$ cat src/hdl/amsd_pkg.sv
package amsd_pkg;

	localparam int FORCE_W  = 24;
	localparam int POS_W    = 32;
	localparam int CFG_W    = 32;
	localparam int CFG_IDX_W = 2;
	localparam int WIDE_W   = 64;
	localparam int REM_W    = 60;
	localparam int STEP_W   = 7;

	localparam logic [CFG_IDX_W-1:0] CFG_NATURAL_FREQ  = 2'd0;
	localparam logic [CFG_IDX_W-1:0] CFG_DAMPING_RATIO = 2'd1;
	localparam logic [CFG_IDX_W-1:0] CFG_STIFFNESS     = 2'd2;
	localparam logic [CFG_IDX_W-1:0] CFG_SAMPLE_PERIOD = 2'd3;

	localparam logic [23:0] RST_NATURAL_FREQ  = 24'd2560;
	localparam logic [15:0] RST_DAMPING_RATIO = 16'd4096;
	localparam logic [31:0] RST_STIFFNESS     = 32'd256000;
	localparam logic [23:0] RST_SAMPLE_PERIOD = 24'd16777;

	localparam logic [STEP_W-1:0] G_STEPS  = 7'd32;
	localparam logic [STEP_W-1:0] B_STEPS  = 7'd30;
	localparam logic [STEP_W-1:0] B2_STEPS = 7'd32;
	localparam logic [STEP_W-1:0] T_STEPS  = 7'd59;

	typedef struct packed {
		logic              start;
		logic [WIDE_W-1:0] a;
		logic [WIDE_W-1:0] b;
	} mul_req_t;

	typedef struct packed {
		logic              start;
		logic              frac;
		logic [REM_W-1:0]  r_init;
		logic [WIDE_W-1:0] dvd;
		logic [REM_W-1:0]  d;
		logic [STEP_W-1:0] steps;
	} div_req_t;

endpackage

$ cat src/hdl/amsd_mul.sv
module amsd_mul (
	input  logic                              clk,
	input  logic                              arst_n,
	input  amsd_pkg::mul_req_t                req,
	output logic                              done,
	output logic [amsd_pkg::WIDE_W-1:0]       prod
);

	logic                          busy_q;
	logic [amsd_pkg::WIDE_W-1:0]   acc_q;
	logic [amsd_pkg::WIDE_W-1:0]   a_q;
	logic [amsd_pkg::WIDE_W-1:0]   b_q;

	assign done = busy_q && (b_q == '0);
	assign prod = acc_q;

	always_ff @(posedge clk or negedge arst_n) begin
		if (!arst_n) begin
			busy_q <= 1'b0;
		end else if (req.start) begin
			busy_q <= 1'b1;
		end else if (busy_q && (b_q == '0)) begin
			busy_q <= 1'b0;
		end
	end

	always_ff @(posedge clk) begin
		if (req.start) begin
			acc_q <= '0;
			a_q   <= req.a;
			b_q   <= req.b;
		end else if (busy_q && (b_q != '0)) begin
			if (b_q[0]) begin
				acc_q <= acc_q + a_q;
			end
			a_q <= {a_q[amsd_pkg::WIDE_W-2:0], 1'b0};
			b_q <= {1'b0, b_q[amsd_pkg::WIDE_W-1:1]};
		end
	end

endmodule

$ cat src/hdl/amsd_div.sv
module amsd_div (
	input  logic                              clk,
	input  logic                              arst_n,
	input  amsd_pkg::div_req_t                req,
	output logic                              done,
	output logic [amsd_pkg::WIDE_W-1:0]       quo
);

	logic                          busy_q;
	logic                          pre_q;
	logic [amsd_pkg::STEP_W-1:0]   cnt_q;
	logic [amsd_pkg::REM_W-1:0]    r_q;
	logic [amsd_pkg::REM_W-1:0]    d_q;
	logic [amsd_pkg::WIDE_W-1:0]   dvd_q;
	logic [amsd_pkg::WIDE_W-1:0]   q_q;
	logic [amsd_pkg::REM_W-1:0]    rs;

	assign done = busy_q && !pre_q && (cnt_q == '0);
	assign quo  = q_q;
	assign rs   = {r_q[amsd_pkg::REM_W-2:0], dvd_q[amsd_pkg::WIDE_W-1]};

	always_ff @(posedge clk or negedge arst_n) begin
		if (!arst_n) begin
			busy_q <= 1'b0;
		end else if (req.start) begin
			busy_q <= 1'b1;
		end else if (done) begin
			busy_q <= 1'b0;
		end
	end

	always_ff @(posedge clk) begin
		if (req.start) begin
			r_q   <= req.r_init;
			d_q   <= req.d;
			dvd_q <= req.dvd;
			q_q   <= '0;
			cnt_q <= req.steps;
			pre_q <= req.frac;
		end else if (busy_q) begin
			if (pre_q) begin
				pre_q <= 1'b0;
				if (r_q >= d_q) begin
					r_q <= r_q - d_q;
					q_q <= {{(amsd_pkg::WIDE_W-1){1'b0}}, 1'b1};
				end
			end else if (cnt_q != '0) begin
				cnt_q <= cnt_q - 1'b1;
				dvd_q <= {dvd_q[amsd_pkg::WIDE_W-2:0], 1'b0};
				if (rs >= d_q) begin
					r_q <= rs - d_q;
					q_q <= {q_q[amsd_pkg::WIDE_W-2:0], 1'b1};
				end else begin
					r_q <= rs;
					q_q <= {q_q[amsd_pkg::WIDE_W-2:0], 1'b0};
				end
			end
		end
	end

endmodule

$ cat src/hdl/admittance_filter_msd_tustin.sv
// Result timing is set by the bit-serial multiplier (one multiplier bit per cycle)
// and the restoring divider of up to 59 steps.
// After reset or any configuration write the next item with nonzero stiffness first
// rebuilds the filter coefficients: three products and three divisions.
// Items do not overlap: a new item is taken only when idle; one is taken while a result waits.
// Reset (arst_n low): registers take their documented values, histories clear.
module admittance_filter_msd_tustin (
	input  logic                            clk,
	input  logic                            arst_n,
	input  logic                            cfg_we,
	input  logic [amsd_pkg::CFG_IDX_W-1:0]  cfg_index,
	input  logic [amsd_pkg::CFG_W-1:0]      cfg_data,
	input  logic                            in_valid,
	output logic                            in_ready,
	input  logic signed [23:0]              ext_force,
	input  logic signed [31:0]              ref_position,
	input  logic                            adjust_enable,
	output logic                            out_valid,
	input  logic                            out_ready,
	output logic signed [31:0]              position_offset,
	output logic signed [31:0]              adjusted_ref,
	output logic                            div_fault
);

	typedef enum logic [4:0] {
		ST_IDLE, ST_WT, ST_WT_W, ST_XX, ST_XX_W, ST_ZX, ST_ZX_W, ST_POLY,
		ST_G, ST_G_W, ST_B2, ST_B2_W, ST_B3, ST_B3_W,
		ST_GS, ST_GS_W, ST_T, ST_T_W, ST_M2, ST_M2_W, ST_M3, ST_M3_W,
		ST_ACC, ST_FIN
	} state_t;

	state_t state_q;

	logic [23:0] wn_q;
	logic [15:0] zeta_q;
	logic [31:0] k_q;
	logic [23:0] ts_q;
	logic        dirty_q;

	logic signed [23:0] f1_q, f2_q, f_q;
	logic signed [31:0] d1_q, d2_q, ref_q;
	logic               en_q, fault_q, s_neg_q;

	logic [31:0]        xq_q;
	logic [55:0]        x2_q;
	logic [53:0]        zx4_q;
	logic [57:0]        p1_q;
	logic signed [58:0] p2_q, p3_q;
	logic [31:0]        g_q;
	logic signed [31:0] b2_q, b3_q;
	logic [58:0]        gs_q;
	logic signed [63:0] t_q, fs1_q, fs2_q, acc_q;

	logic               out_valid_q;
	logic signed [31:0] offset_q, adj_q;
	logic               fault_out_q;

	amsd_pkg::mul_req_t mreq;
	amsd_pkg::div_req_t dreq;
	logic               m_done, d_done;
	logic [63:0]        m_prod, d_quo;

	amsd_mul u_mul (.clk(clk), .arst_n(arst_n), .req(mreq), .done(m_done), .prod(m_prod));
	amsd_div u_div (.clk(clk), .arst_n(arst_n), .req(dreq), .done(d_done), .quo(d_quo));

	logic signed [26:0] s_sum;
	logic [26:0]        s_mag;
	logic [57:0]        p2_mag, p3_mag;
	logic [31:0]        b2_mag, b3_mag, d1_mag, d2_mag;
	logic [48:0]        x_rnd;
	logic [63:0]        m_signed;
	logic signed [63:0] acc_rnd, acc_sh;
	logic signed [31:0] off_sat, off_val, adj_val;
	logic signed [32:0] adj_sum;
	logic               out_free;

	assign s_sum = 27'(f_q) + 27'(signed'({f1_q, 1'b0})) + 27'(f2_q);
	assign s_mag = s_sum[26] ? 27'(-s_sum) : 27'(s_sum);
	assign p2_mag = p2_q[58] ? 58'(-p2_q) : p2_q[57:0];
	assign p3_mag = p3_q[58] ? 58'(-p3_q) : p3_q[57:0];
	assign b2_mag = b2_q[31] ? 32'(-b2_q) : 32'(b2_q);
	assign b3_mag = b3_q[31] ? 32'(-b3_q) : 32'(b3_q);
	assign d1_mag = d1_q[31] ? 32'(-d1_q) : 32'(d1_q);
	assign d2_mag = d2_q[31] ? 32'(-d2_q) : 32'(d2_q);
	assign x_rnd  = {1'b0, m_prod[47:0]} + 49'd128;

	always_comb begin
		m_signed = m_prod;
		if (state_q == ST_M2_W && (b2_q[31] ^ d1_q[31])) begin
			m_signed = -m_prod;
		end else if (state_q == ST_M3_W && (b3_q[31] ^ d2_q[31])) begin
			m_signed = -m_prod;
		end
	end

	assign acc_rnd = acc_q + 64'sd128;
	assign acc_sh  = acc_rnd >>> 8;
	assign off_sat = (acc_sh[63:31] == '0 || acc_sh[63:31] == '1) ? acc_sh[31:0] :
		(acc_sh[63] ? 32'sh80000000 : 32'sh7fffffff);
	assign off_val = fault_q ? 32'sd0 : off_sat;
	assign adj_sum = 33'(ref_q) + 33'(off_val);
	assign adj_val = !en_q ? ref_q : ((adj_sum[32] == adj_sum[31]) ? adj_sum[31:0] :
		(adj_sum[32] ? 32'sh80000000 : 32'sh7fffffff));
	assign out_free = !out_valid_q || out_ready;

	always_comb begin
		mreq = '0;
		unique case (state_q)
			ST_WT: begin
				mreq.start = 1'b1;
				mreq.a = 64'(wn_q);
				mreq.b = 64'(ts_q);
			end
			ST_XX: begin
				mreq.start = 1'b1;
				mreq.a = 64'(xq_q);
				mreq.b = 64'(xq_q);
			end
			ST_ZX: begin
				mreq.start = 1'b1;
				mreq.a = 64'(zeta_q);
				mreq.b = 64'(xq_q);
			end
			ST_GS: begin
				mreq.start = 1'b1;
				mreq.a = 64'(g_q);
				mreq.b = 64'(s_mag);
			end
			ST_M2: begin
				mreq.start = 1'b1;
				mreq.a = 64'(b2_mag);
				mreq.b = 64'(d1_mag);
			end
			ST_M3: begin
				mreq.start = 1'b1;
				mreq.a = 64'(b3_mag);
				mreq.b = 64'(d2_mag);
			end
			default: mreq = '0;
		endcase
	end

	always_comb begin
		dreq = '0;
		unique case (state_q)
			ST_G: begin
				dreq.start = 1'b1;
				dreq.frac = 1'b1;
				dreq.r_init = 60'(x2_q);
				dreq.d = 60'(p1_q);
				dreq.steps = amsd_pkg::G_STEPS;
			end
			ST_B2: begin
				dreq.start = 1'b1;
				dreq.frac = 1'b0;
				dreq.r_init = 60'(p2_mag >> 2);
				dreq.dvd = {p2_mag[1:0], 62'b0};
				dreq.d = 60'(p1_q);
				dreq.steps = amsd_pkg::B2_STEPS;
			end
			ST_B3: begin
				dreq.start = 1'b1;
				dreq.frac = 1'b1;
				dreq.r_init = 60'(p3_mag);
				dreq.d = 60'(p1_q);
				dreq.steps = amsd_pkg::B_STEPS;
			end
			ST_T: begin
				dreq.start = 1'b1;
				dreq.frac = 1'b0;
				dreq.dvd = {gs_q, 5'b0};
				dreq.d = 60'(k_q);
				dreq.steps = amsd_pkg::T_STEPS;
			end
			default: dreq = '0;
		endcase
	end

	assign in_ready        = (state_q == ST_IDLE);
	assign out_valid       = out_valid_q;
	assign position_offset = offset_q;
	assign adjusted_ref    = adj_q;
	assign div_fault       = fault_out_q;

	always_ff @(posedge clk or negedge arst_n) begin
		if (!arst_n) begin
			state_q     <= ST_IDLE;
			wn_q        <= amsd_pkg::RST_NATURAL_FREQ;
			zeta_q      <= amsd_pkg::RST_DAMPING_RATIO;
			k_q         <= amsd_pkg::RST_STIFFNESS;
			ts_q        <= amsd_pkg::RST_SAMPLE_PERIOD;
			dirty_q     <= 1'b1;
			f1_q        <= '0;
			f2_q        <= '0;
			d1_q        <= '0;
			d2_q        <= '0;
			out_valid_q <= 1'b0;
		end else begin
			if (state_q == ST_FIN && out_free) begin
				out_valid_q <= 1'b1;
			end else if (out_valid_q && out_ready) begin
				out_valid_q <= 1'b0;
			end
			if (cfg_we) begin
				dirty_q <= 1'b1;
				unique case (cfg_index)
					amsd_pkg::CFG_NATURAL_FREQ:  wn_q   <= cfg_data[23:0];
					amsd_pkg::CFG_DAMPING_RATIO: zeta_q <= cfg_data[15:0];
					amsd_pkg::CFG_STIFFNESS:     k_q    <= cfg_data;
					amsd_pkg::CFG_SAMPLE_PERIOD: ts_q   <= cfg_data[23:0];
					default: ;
				endcase
			end else if (state_q == ST_B3_W && d_done) begin
				dirty_q <= 1'b0;
			end
			unique case (state_q)
				ST_IDLE: begin
					if (in_valid) begin
						f_q     <= ext_force;
						ref_q   <= ref_position;
						en_q    <= adjust_enable;
						fault_q <= (k_q == '0);
						acc_q   <= '0;
						if (k_q == '0) begin
							state_q <= ST_FIN;
						end else if (dirty_q) begin
							state_q <= ST_WT;
						end else begin
							state_q <= ST_GS;
						end
					end
				end
				ST_WT:   state_q <= ST_WT_W;
				ST_WT_W: begin
					if (m_done) begin
						xq_q    <= (x_rnd[48:40] != '0) ? 32'hffffffff : x_rnd[39:8];
						state_q <= ST_XX;
					end
				end
				ST_XX:   state_q <= ST_XX_W;
				ST_XX_W: begin
					if (m_done) begin
						x2_q    <= m_prod[63:8];
						state_q <= ST_ZX;
					end
				end
				ST_ZX:   state_q <= ST_ZX_W;
				ST_ZX_W: begin
					if (m_done) begin
						zx4_q   <= {m_prod[47:0], 6'b0};
						state_q <= ST_POLY;
					end
				end
				ST_POLY: begin
					p1_q    <= (58'd1 << 42) + 58'(zx4_q) + 58'(x2_q);
					p2_q    <= signed'({2'b0, x2_q, 1'b0}) - (59'sd1 <<< 43);
					p3_q    <= (59'sd1 <<< 42) + signed'({3'b0, x2_q}) -
						signed'({5'b0, zx4_q});
					state_q <= ST_G;
				end
				ST_G:    state_q <= ST_G_W;
				ST_G_W: begin
					if (d_done) begin
						g_q     <= d_quo[31:0];
						state_q <= ST_B2;
					end
				end
				ST_B2:   state_q <= ST_B2_W;
				ST_B2_W: begin
					if (d_done) begin
						b2_q    <= p2_q[58] ? -signed'(d_quo[31:0]) : signed'(d_quo[31:0]);
						state_q <= ST_B3;
					end
				end
				ST_B3:   state_q <= ST_B3_W;
				ST_B3_W: begin
					if (d_done) begin
						b3_q    <= p3_q[58] ? -signed'(d_quo[31:0]) : signed'(d_quo[31:0]);
						state_q <= ST_GS;
					end
				end
				ST_GS: begin
					s_neg_q <= s_sum[26];
					state_q <= ST_GS_W;
				end
				ST_GS_W: begin
					if (m_done) begin
						gs_q    <= m_prod[58:0];
						state_q <= ST_T;
					end
				end
				ST_T:    state_q <= ST_T_W;
				ST_T_W: begin
					if (d_done) begin
						t_q     <= s_neg_q ? -signed'({5'b0, d_quo[58:0]}) :
							signed'({5'b0, d_quo[58:0]});
						state_q <= ST_M2;
					end
				end
				ST_M2:   state_q <= ST_M2_W;
				ST_M2_W: begin
					if (m_done) begin
						fs1_q   <= signed'(m_signed) >>> 22;
						state_q <= ST_M3;
					end
				end
				ST_M3:   state_q <= ST_M3_W;
				ST_M3_W: begin
					if (m_done) begin
						fs2_q   <= signed'(m_signed) >>> 22;
						state_q <= ST_ACC;
					end
				end
				ST_ACC: begin
					acc_q   <= t_q - fs1_q - fs2_q;
					state_q <= ST_FIN;
				end
				ST_FIN: begin
					if (out_free) begin
						offset_q    <= off_val;
						adj_q       <= adj_val;
						fault_out_q <= fault_q;
						f2_q        <= f1_q;
						f1_q        <= f_q;
						d2_q        <= d1_q;
						d1_q        <= off_val;
						state_q     <= ST_IDLE;
					end
				end
				default: state_q <= ST_IDLE;
			endcase
		end
	end

endmodule
$ cat config.mk
export PLATFORM = sky130hd
export DESIGN_NAME = admittance_filter_msd_tustin
export DESIGN_NICKNAME = d
export VERILOG_FILES = /design/src/hdl/amsd_pkg.sv /design/src/hdl/amsd_mul.sv /design/src/hdl/amsd_div.sv /design/src/hdl/admittance_filter_msd_tustin.sv
export SDC_FILE = /design/constraint.sdc
export NUM_CORES = 2
export LEC_CHECK = 0
export CORE_MARGIN = 4
export CORE_UTILIZATION = 51
export DETAILED_ROUTE_END_ITERATION = 6
export DONT_BUFFER_PORTS = 1
export PLACE_DENSITY = 0.66
export REMOVE_ABC_BUFFERS = 1
export SLEW_MARGIN = 5
export SYNTH_ARGS = -nofsm -noshare
export SYNTH_HDL_FRONTEND = slang
export SYNTH_SLANG_ARGS = --single-unit
$ cat constraint.sdc
create_clock -name clk -period 22.4 [get_ports clk]
set_input_delay 2.24 -clock clk [delete_from_list [all_inputs] [get_ports clk]]
set_output_delay 2.24 -clock clk [all_outputs]
set_load 0.05 [all_outputs]
Word-level counts from Yosys, hierarchy flattened
Index checks and enable logic that the tools add are counted.
{"block": "word_totals", "regBits": 1461, "input_bits": 96, "output_inout_bits": 67, "wordCells": 250}
{"block": "classes", "n_addsub": 26, "order_cmp": 2, "eq_ne": 43, "muxes": 72, "bitwise_logic": 2, "n_reduce_logical": 60}
{"op": "$pmux W129 S6", "count": 1}
{"op": "$mux W64", "count": 11}
{"op": "$mux W32", "count": 12}
{"op": "$mux W60", "count": 6}
{"op": "$pmux W64 S2", "count": 2}
{"op": "$mux W59", "count": 4}
{"op": "$pmux W65 S3", "count": 1}
{"op": "$pmux W58 S3", "count": 1}
{"op": "$neg A32 Y32", "count": 5}
{"op": "$sub A64 B42 Y64", "count": 2}
{"op": "$ge A60 B60 Y1", "count": 2}
{"op": "$pmux W5 S24", "count": 1}
{"op": "$sub A60 B60 Y60", "count": 2}
{"op": "$mux W58", "count": 2}
{"op": "$neg A58 Y58", "count": 2}
{"op": "$mux W5", "count": 13}
{"op": "$add A64 B64 Y64", "count": 1}
{"op": "$add A64 B9 Y64 const B", "count": 1}
{"op": "$logic_not A64 Y1", "count": 1}
{"op": "$neg A59 Y64", "count": 1}
{"op": "$neg A64 Y64", "count": 1}
{"op": "$reduce_bool A64 Y1", "count": 1}
{"op": "$sub A57 B44 Y58 const B", "count": 1}
{"op": "$sub A57 B54 Y58", "count": 1}
{"op": "other kinds (42)", "count": 130}

Longest topological paths before layout
{"block": "depth", "depth_word": 9, "ltp_mapped": 29, "ltp_nobuf": 25}

By module
Synthesis repeated with hierarchy kept, for this count alone.
{"block": "hier_totals", "hier_cells": 8837, "hier_area_um2": 91059.8}
{"module": "admittance_filter_msd_tustin", "n_inst": 1, "cells_per_inst": 5843, "area_per_inst_um2": 61740.5, "seq_area_each_um2": 28941.5}
{"module": "amsd_div", "n_inst": 1, "cells_per_inst": 1890, "area_per_inst_um2": 17778.3, "seq_area_each_um2": 7071.8}
{"module": "amsd_mul", "n_inst": 1, "cells_per_inst": 1104, "area_per_inst_um2": 11541.1, "seq_area_each_um2": 5149.9}

Worst setup path after synthesis
Ideal clock, no wire load.
{"block": "synth_timing", "path_type": "in2reg", "startpoint": "in arst_n", "endpoint": "reg p1_q[10] (enable)", "setup_time_ns": 1.088, "t_arrival_ns": 17.768, "required_time_ns": 21.312, "path_slack_ns": 3.544, "cell_stages": 2, "n_path_buf": 0, "cell_sequence": "inv_1 nor4_1"}
{"block": "synth_via", "elab_chain_cells": 1}
{"element": "from (decl)", "line": "admittance_filter_msd_tustin.sv:9", "source": "input logic arst_n,"}
{"element": "$reduce_and A2 Y1 (no line)"}
{"element": "to (signal assigned)", "line": "admittance_filter_msd_tustin.sv:255", "source": "p1_q <= (58'd1 << 42) + 58'(zx4_q) + 58'(x2_q);"}
{"element": "to (decl)", "line": "admittance_filter_msd_tustin.sv:47", "source": "logic [57:0] p1_q;"}
No other way between the ends.
A chain may end at the register's enable or synchronous reset.

Final worst setup path
{"block": "layout_timing", "startpoint": "reg acc_q[10]", "endpoint": "reg adj_q[14], in the netlist adjusted_ref[14], data pin"}
{"block": "layout_via", "elab_chain_cells": 9, "elab_cells_between_ends": 12, "classes_between": "2 x add/sub; 2 x eq/ne; 6 x mux; 2 x reduce/logical"}
{"element": "from (decl)", "line": "admittance_filter_msd_tustin.sv:52", "source": "logic signed [63:0] t_q, fs1_q, fs2_q, acc_q;"}
{"element": "from (signal assigned)", "line": "admittance_filter_msd_tustin.sv:315", "source": "acc_q <= t_q - fs1_q - fs2_q;"}
{"element": "$add A64 B9 Y64 *", "line": "admittance_filter_msd_tustin.sv:96", "source": "assign acc_rnd = acc_q + 64'sd128;"}
{"element": "$eq A33 B33 Y1 / $logic_not A33 Y1 (equally long branches)", "line": "admittance_filter_msd_tustin.sv:98", "source": "assign off_sat = (acc_sh[63:31] == '0 || acc_sh[63:31] == '1) ? acc_sh[31:0] :"}
{"element": "$logic_or A1 B1 Y1", "line": "admittance_filter_msd_tustin.sv:98"}
{"element": "$mux W32 *", "line": "admittance_filter_msd_tustin.sv:98"}
{"element": "$mux W32 *", "line": "admittance_filter_msd_tustin.sv:100", "source": "assign off_val = fault_q ? 32'sd0 : off_sat;"}
{"element": "via off_val[8]", "line": "admittance_filter_msd_tustin.sv:73", "source": "logic signed [31:0] off_sat, off_val, adj_val;"}
{"element": "$add A32 B32 Y33 *", "line": "admittance_filter_msd_tustin.sv:101", "source": "assign adj_sum = 33'(ref_q) + 33'(off_val);"}
{"element": "$mux W32 / $eq A1 B1 Y1 (equally long branches)", "line": "admittance_filter_msd_tustin.sv:103, admittance_filter_msd_tustin.sv:102"}
{"element": "$mux W32 * (2 in a row)", "line": "admittance_filter_msd_tustin.sv:102", "source": "assign adj_val = !en_q ? ref_q : ((adj_sum[32] == adj_sum[31]) ? adj_sum[31:0] :"}
{"element": "via adj_val[14]", "line": "admittance_filter_msd_tustin.sv:73"}
{"element": "to (signal assigned)", "line": "admittance_filter_msd_tustin.sv:321", "source": "adj_q <= adj_val;"}
{"element": "to (decl)", "line": "admittance_filter_msd_tustin.sv:55", "source": "logic signed [31:0] offset_q, adj_q;"}
The timed path passes the listed nets; every way through them passes the cells marked *.

==> flow_summary.toml <==
[run_status]
status = "finished with violations"
violations = "DRC"

[worst_setup_path]
path_common_cell = "nand4_1"
cp_slowest_cell = "xor2_2"
path_class = "reg -> reg"
critPathBufInv = 1
path_cells = "nand4_1 > nor3_1 > nand4_1 > nor3_1 > mux2i_1 > nand4_1 > nor4_1 > mux2i_2 > buf_4 > nor2_1 > nor2_1 > ha_1 > a21o_1 > a21oi_1 > nor3b_1 > o21ai_0 > a31oi_1 > o31ai_1 > a311o_1 > a221oi_2 > xor2_2 > nand2_1 > a221o_1"
critPathMaxStageDelay_ns = 0.96
crit_fanout = 31
cp_top_family = "simple AND/OR/NAND/NOR gates"
end_kind = "flop"
cp-start-kind = "flop"
arrival_ns = 10.16
cp_data_required_time_ns = 22.96

[routing]
drtAntennaViolNets = 0
drt-wirelength-per-cell_um = 24.80
drtIter0Drc = 5823
routed_wl_mm = 271.3
drcViolationCount = 3
viasPerCell = 6.205
dr_total_vias = 67910
drt-pass1-iter-count = 7

[synth]
synth-xor-area-share_pct = 7.873
synth-adder-area-share_pct = 9.385
synth-main-ff-cell = "edfxtp_1"
synth_seq_cells = 1404
synth_simple_gate_area_share_pct = 13.07
synth_compound_area_share_pct = 17.72
yosysWarningCount = 0
synth_edf_count = 1064
muxShareOfSynthArea_pct = 3.202
synth_top_family_by_area = "compound AO/OA/AOI/OAI gates"
synth.distinct_cells = 91
synth_area_mm2 = 0.08831
syn_inst = 8601
syn_area_per_cell_um2 = 10.27
synth_async_sr_flop_share_pct = 15.46
yosysSeqAreaShare_pct = 45.14

[pwr]
powerDensity_mw_per_mm2 = 123.8
ir_drop_v = 0.00009906
p_leak_nw = 38.24
finalPower_mw = 11.95

[finish]
final_nets = 9167
seq_area_mm2 = 0.03986
fin_area_mm2 = 0.09648
nFillCells = 14910
area_growth_syn_to_layout_pct = 9.250
drive_above_1_share_pct = 8.612
multi_input_area_mm2 = 0.04552

[timing]
fin_ws_ns = 12.80
rsz0062_at_grt = "false"
skew_ns = 0.04919
tightest_slew_ns = 1.199
timing.final.crit_share_pct = 42.84
tns_ns = 0
period_minus_slack_ns = 9.595
relSlewSlack_pct = 19.76
finalMaxSlewViolations = 0
fmax_mhz = 104.2
hold_viol_final = 0
setup_viol = 0

[placed_design]
dp_hpwl_mm = 205.8
gp_congestion = 0.9522
io_buffers = 0
dpl-instance-area_mm2 = 0.09083
dp_worst_setup_slack_ns = 12.97

[clocking]
clock-root-buffer = "clkbuf_16"
clkTransAtPathRegs_ns = 0.06
clk_latency_ns = 0.83
cts_num_sinks = 1404
cts_buffer_depth = 3
cts_max_level = 4
cts_tree = "yes"
post_cts_resized = 0
cts_made_buffers = 157
postCtsSetupBuffers = 0
hold_buffers = 0

[global_route]
grt_pass1_vias = 67070
globalRoute.busiestLayer = "met2"
grt_use_total_pct = 29.57
grt_use_met2_pct = 50.99
met3_usage_pct = 4.138
use_met1_pct = 36.43
grt_overflow = 0
grt_pass1_wl_mm = 411.0
antenna_found_initial = 15
grt_max_degree = 223

[die]
initial_utilization_pct = 51.37
fp.coreArea_mm2 = 0.1719
fp.dieH_um = 424.1
die_area_mm2 = 0.1799
ioPinCount = 163
rows = 152
die_w_um = 424.1

[hold_path]
hp-class = "reg -> reg"

[job]
drv_cap = 0
registers in the layout, summed over array words and instances, names as in the netlist, 48 cells and up:
name and cells:
acc_q 57, p2_q 51, zx4_q 48, u_div.d_q 57, u_mul.prod 64, u_div.quo 59, p3_q 58, gs_q 59
x2_q 56, p1_q 55, u_div.dvd_q 59, t_q 64, u_div.r_q 60, u_mul.a_q 64
cell families (layout without fill, tap and decap cells):
kind of cell    after synthesis  count (layout)
flops                      1404            1404
mux                         256             256
simple gates               2334            2334
fa+ha+maj                   608             608
other cells                   0              29
xor+xnor                    793             793
buf+inv                     849             852
compound gates             2357            2357
layer usage:
metal / wire [µm] / vias to the layer above
met5: 47 / -
met4: 14890 / 8
met3: 15660 / 633
met2: 132600 / 2308
met1: 108100 / 33220
li1: - / 31730
report_power, final:
part           switching (mW)  internal, mW  total, mW
sequential              0.409          3.49       3.90
clock                    1.14          1.62       2.76
combinational            3.36          1.93       5.29
cell type report:
cell class	count	share of cell area [%]
Multi-Input combinational cell	6348	47.18
Sequential cell	1404	41.32
Clock buffer	202	4.601
Tap cell	2310	2.996
Inverter	431	1.678
Clock inverter	94	1.175
Timing Repair Buffer	125	0.9726
Antenna cell	29	0.07522
worst paths after layout:
kind / from / endpoint / slack [ns] / depth (start not counted)
hold / removal: u_mul.prod[16] / u_mul.prod[16] / 0.48 / 2
min in group asynchronous: arst_n / f2_q[6] / 1.12 / 0
max in group asynchronous: arst_n / state_q[1] / 20.70 / 0
setup / recovery: acc_q[10] / adjusted_ref[14] / 12.80 / 23
setup reg to reg: acc_q[10] / adjusted_ref[14] / 12.80 / 23
hold reg to reg: u_mul.prod[16] / u_mul.prod[16] / 0.48 / 2
cell usage after synthesis (79+ instances only):
cell | n | area [µm²]
fa_1 | 92 | 1842
nand4_1 | 116 | 725.7
a21o_1 | 221 | 1659
clkbuf_1 | 372 | 1396
a31oi_1 | 79 | 494.2
dfxtp_1 | 123 | 2462
inv_1 | 429 | 1610
o21ai_0 | 483 | 2417
nor3_1 | 184 | 920.9
nand2_1 | 646 | 2425
dfrtp_1 | 202 | 5055
a22o_1 | 156 | 1366
and2_1 | 99 | 619.3
nor2_1 | 506 | 1899
xnor2_1 | 496 | 4344
o31ai_1 | 106 | 795.8
or3_1 | 90 | 563.0
ha_1 | 512 | 6406
a21oi_1 | 589 | 2948
mux2_2 | 212 | 2387
nor4_1 | 84 | 525.5
nand3_1 | 189 | 945.9
xor2_1 | 296 | 2592
edfxtp_1 | 1064 | 31950
a211oi_1 | 83 | 623.1
nor2b_1 | 83 | 519.3
placed cells by master, fill, tap and decap left out, drive strengths merged, types with 125 or more instances in the layout:
cell type,Yosys,final
xor2,297,297
buf,46,125
a22o,156,156
o21ai,486,486
edfxtp,1064,1064
dfrtp,202,202
ha,512,512
a21oi,589,589
a21o,221,221
inv,429,438
clkbuf,372,202
mux2,212,212
xnor2,496,496
nor3,184,184
nand2,646,646
nor2,506,506
nand3,189,189
worst reg2reg max path, cell delays in order, from the launching register on:
cell and delay (ns):
edfxtp_1 0.43, nand4_1 0.21, nor3_1 0.85, nand4_1 0.73, nor3_1 0.44, mux2i_1 0.28
nand4_1 0.14, nor4_1 0.46, mux2i_2 0.19, buf_4 0.31, nor2_1 0.15, nor2_1 0.10
ha_1 0.37, a21o_1 0.19, a21oi_1 0.19, nor3b_1 0.22, o21ai_0 0.16, a31oi_1 0.45
o31ai_1 0.23, a311o_1 0.43, a221oi_2 0.49, xor2_2 0.97, nand2_1 0.84, a221o_1 0.52
stage by stage:
stage | util [%] | std cells | hold slack [ns]
6_report | 56.12 | 10940 | 0.4825
5_1_grt | 56.10 | 10930 | 0.5143
4_1_cts | 56.07 | 10910 | 0.4846
3_5_place_dp | 52.83 | 10620 | 0.4772
3_3_place_gp | 52.83 | 10620 | 0.4630
2_1_floorplan | - | 8183 | 0.4274
Note: power is estimated with default switching activity, not from simulation.
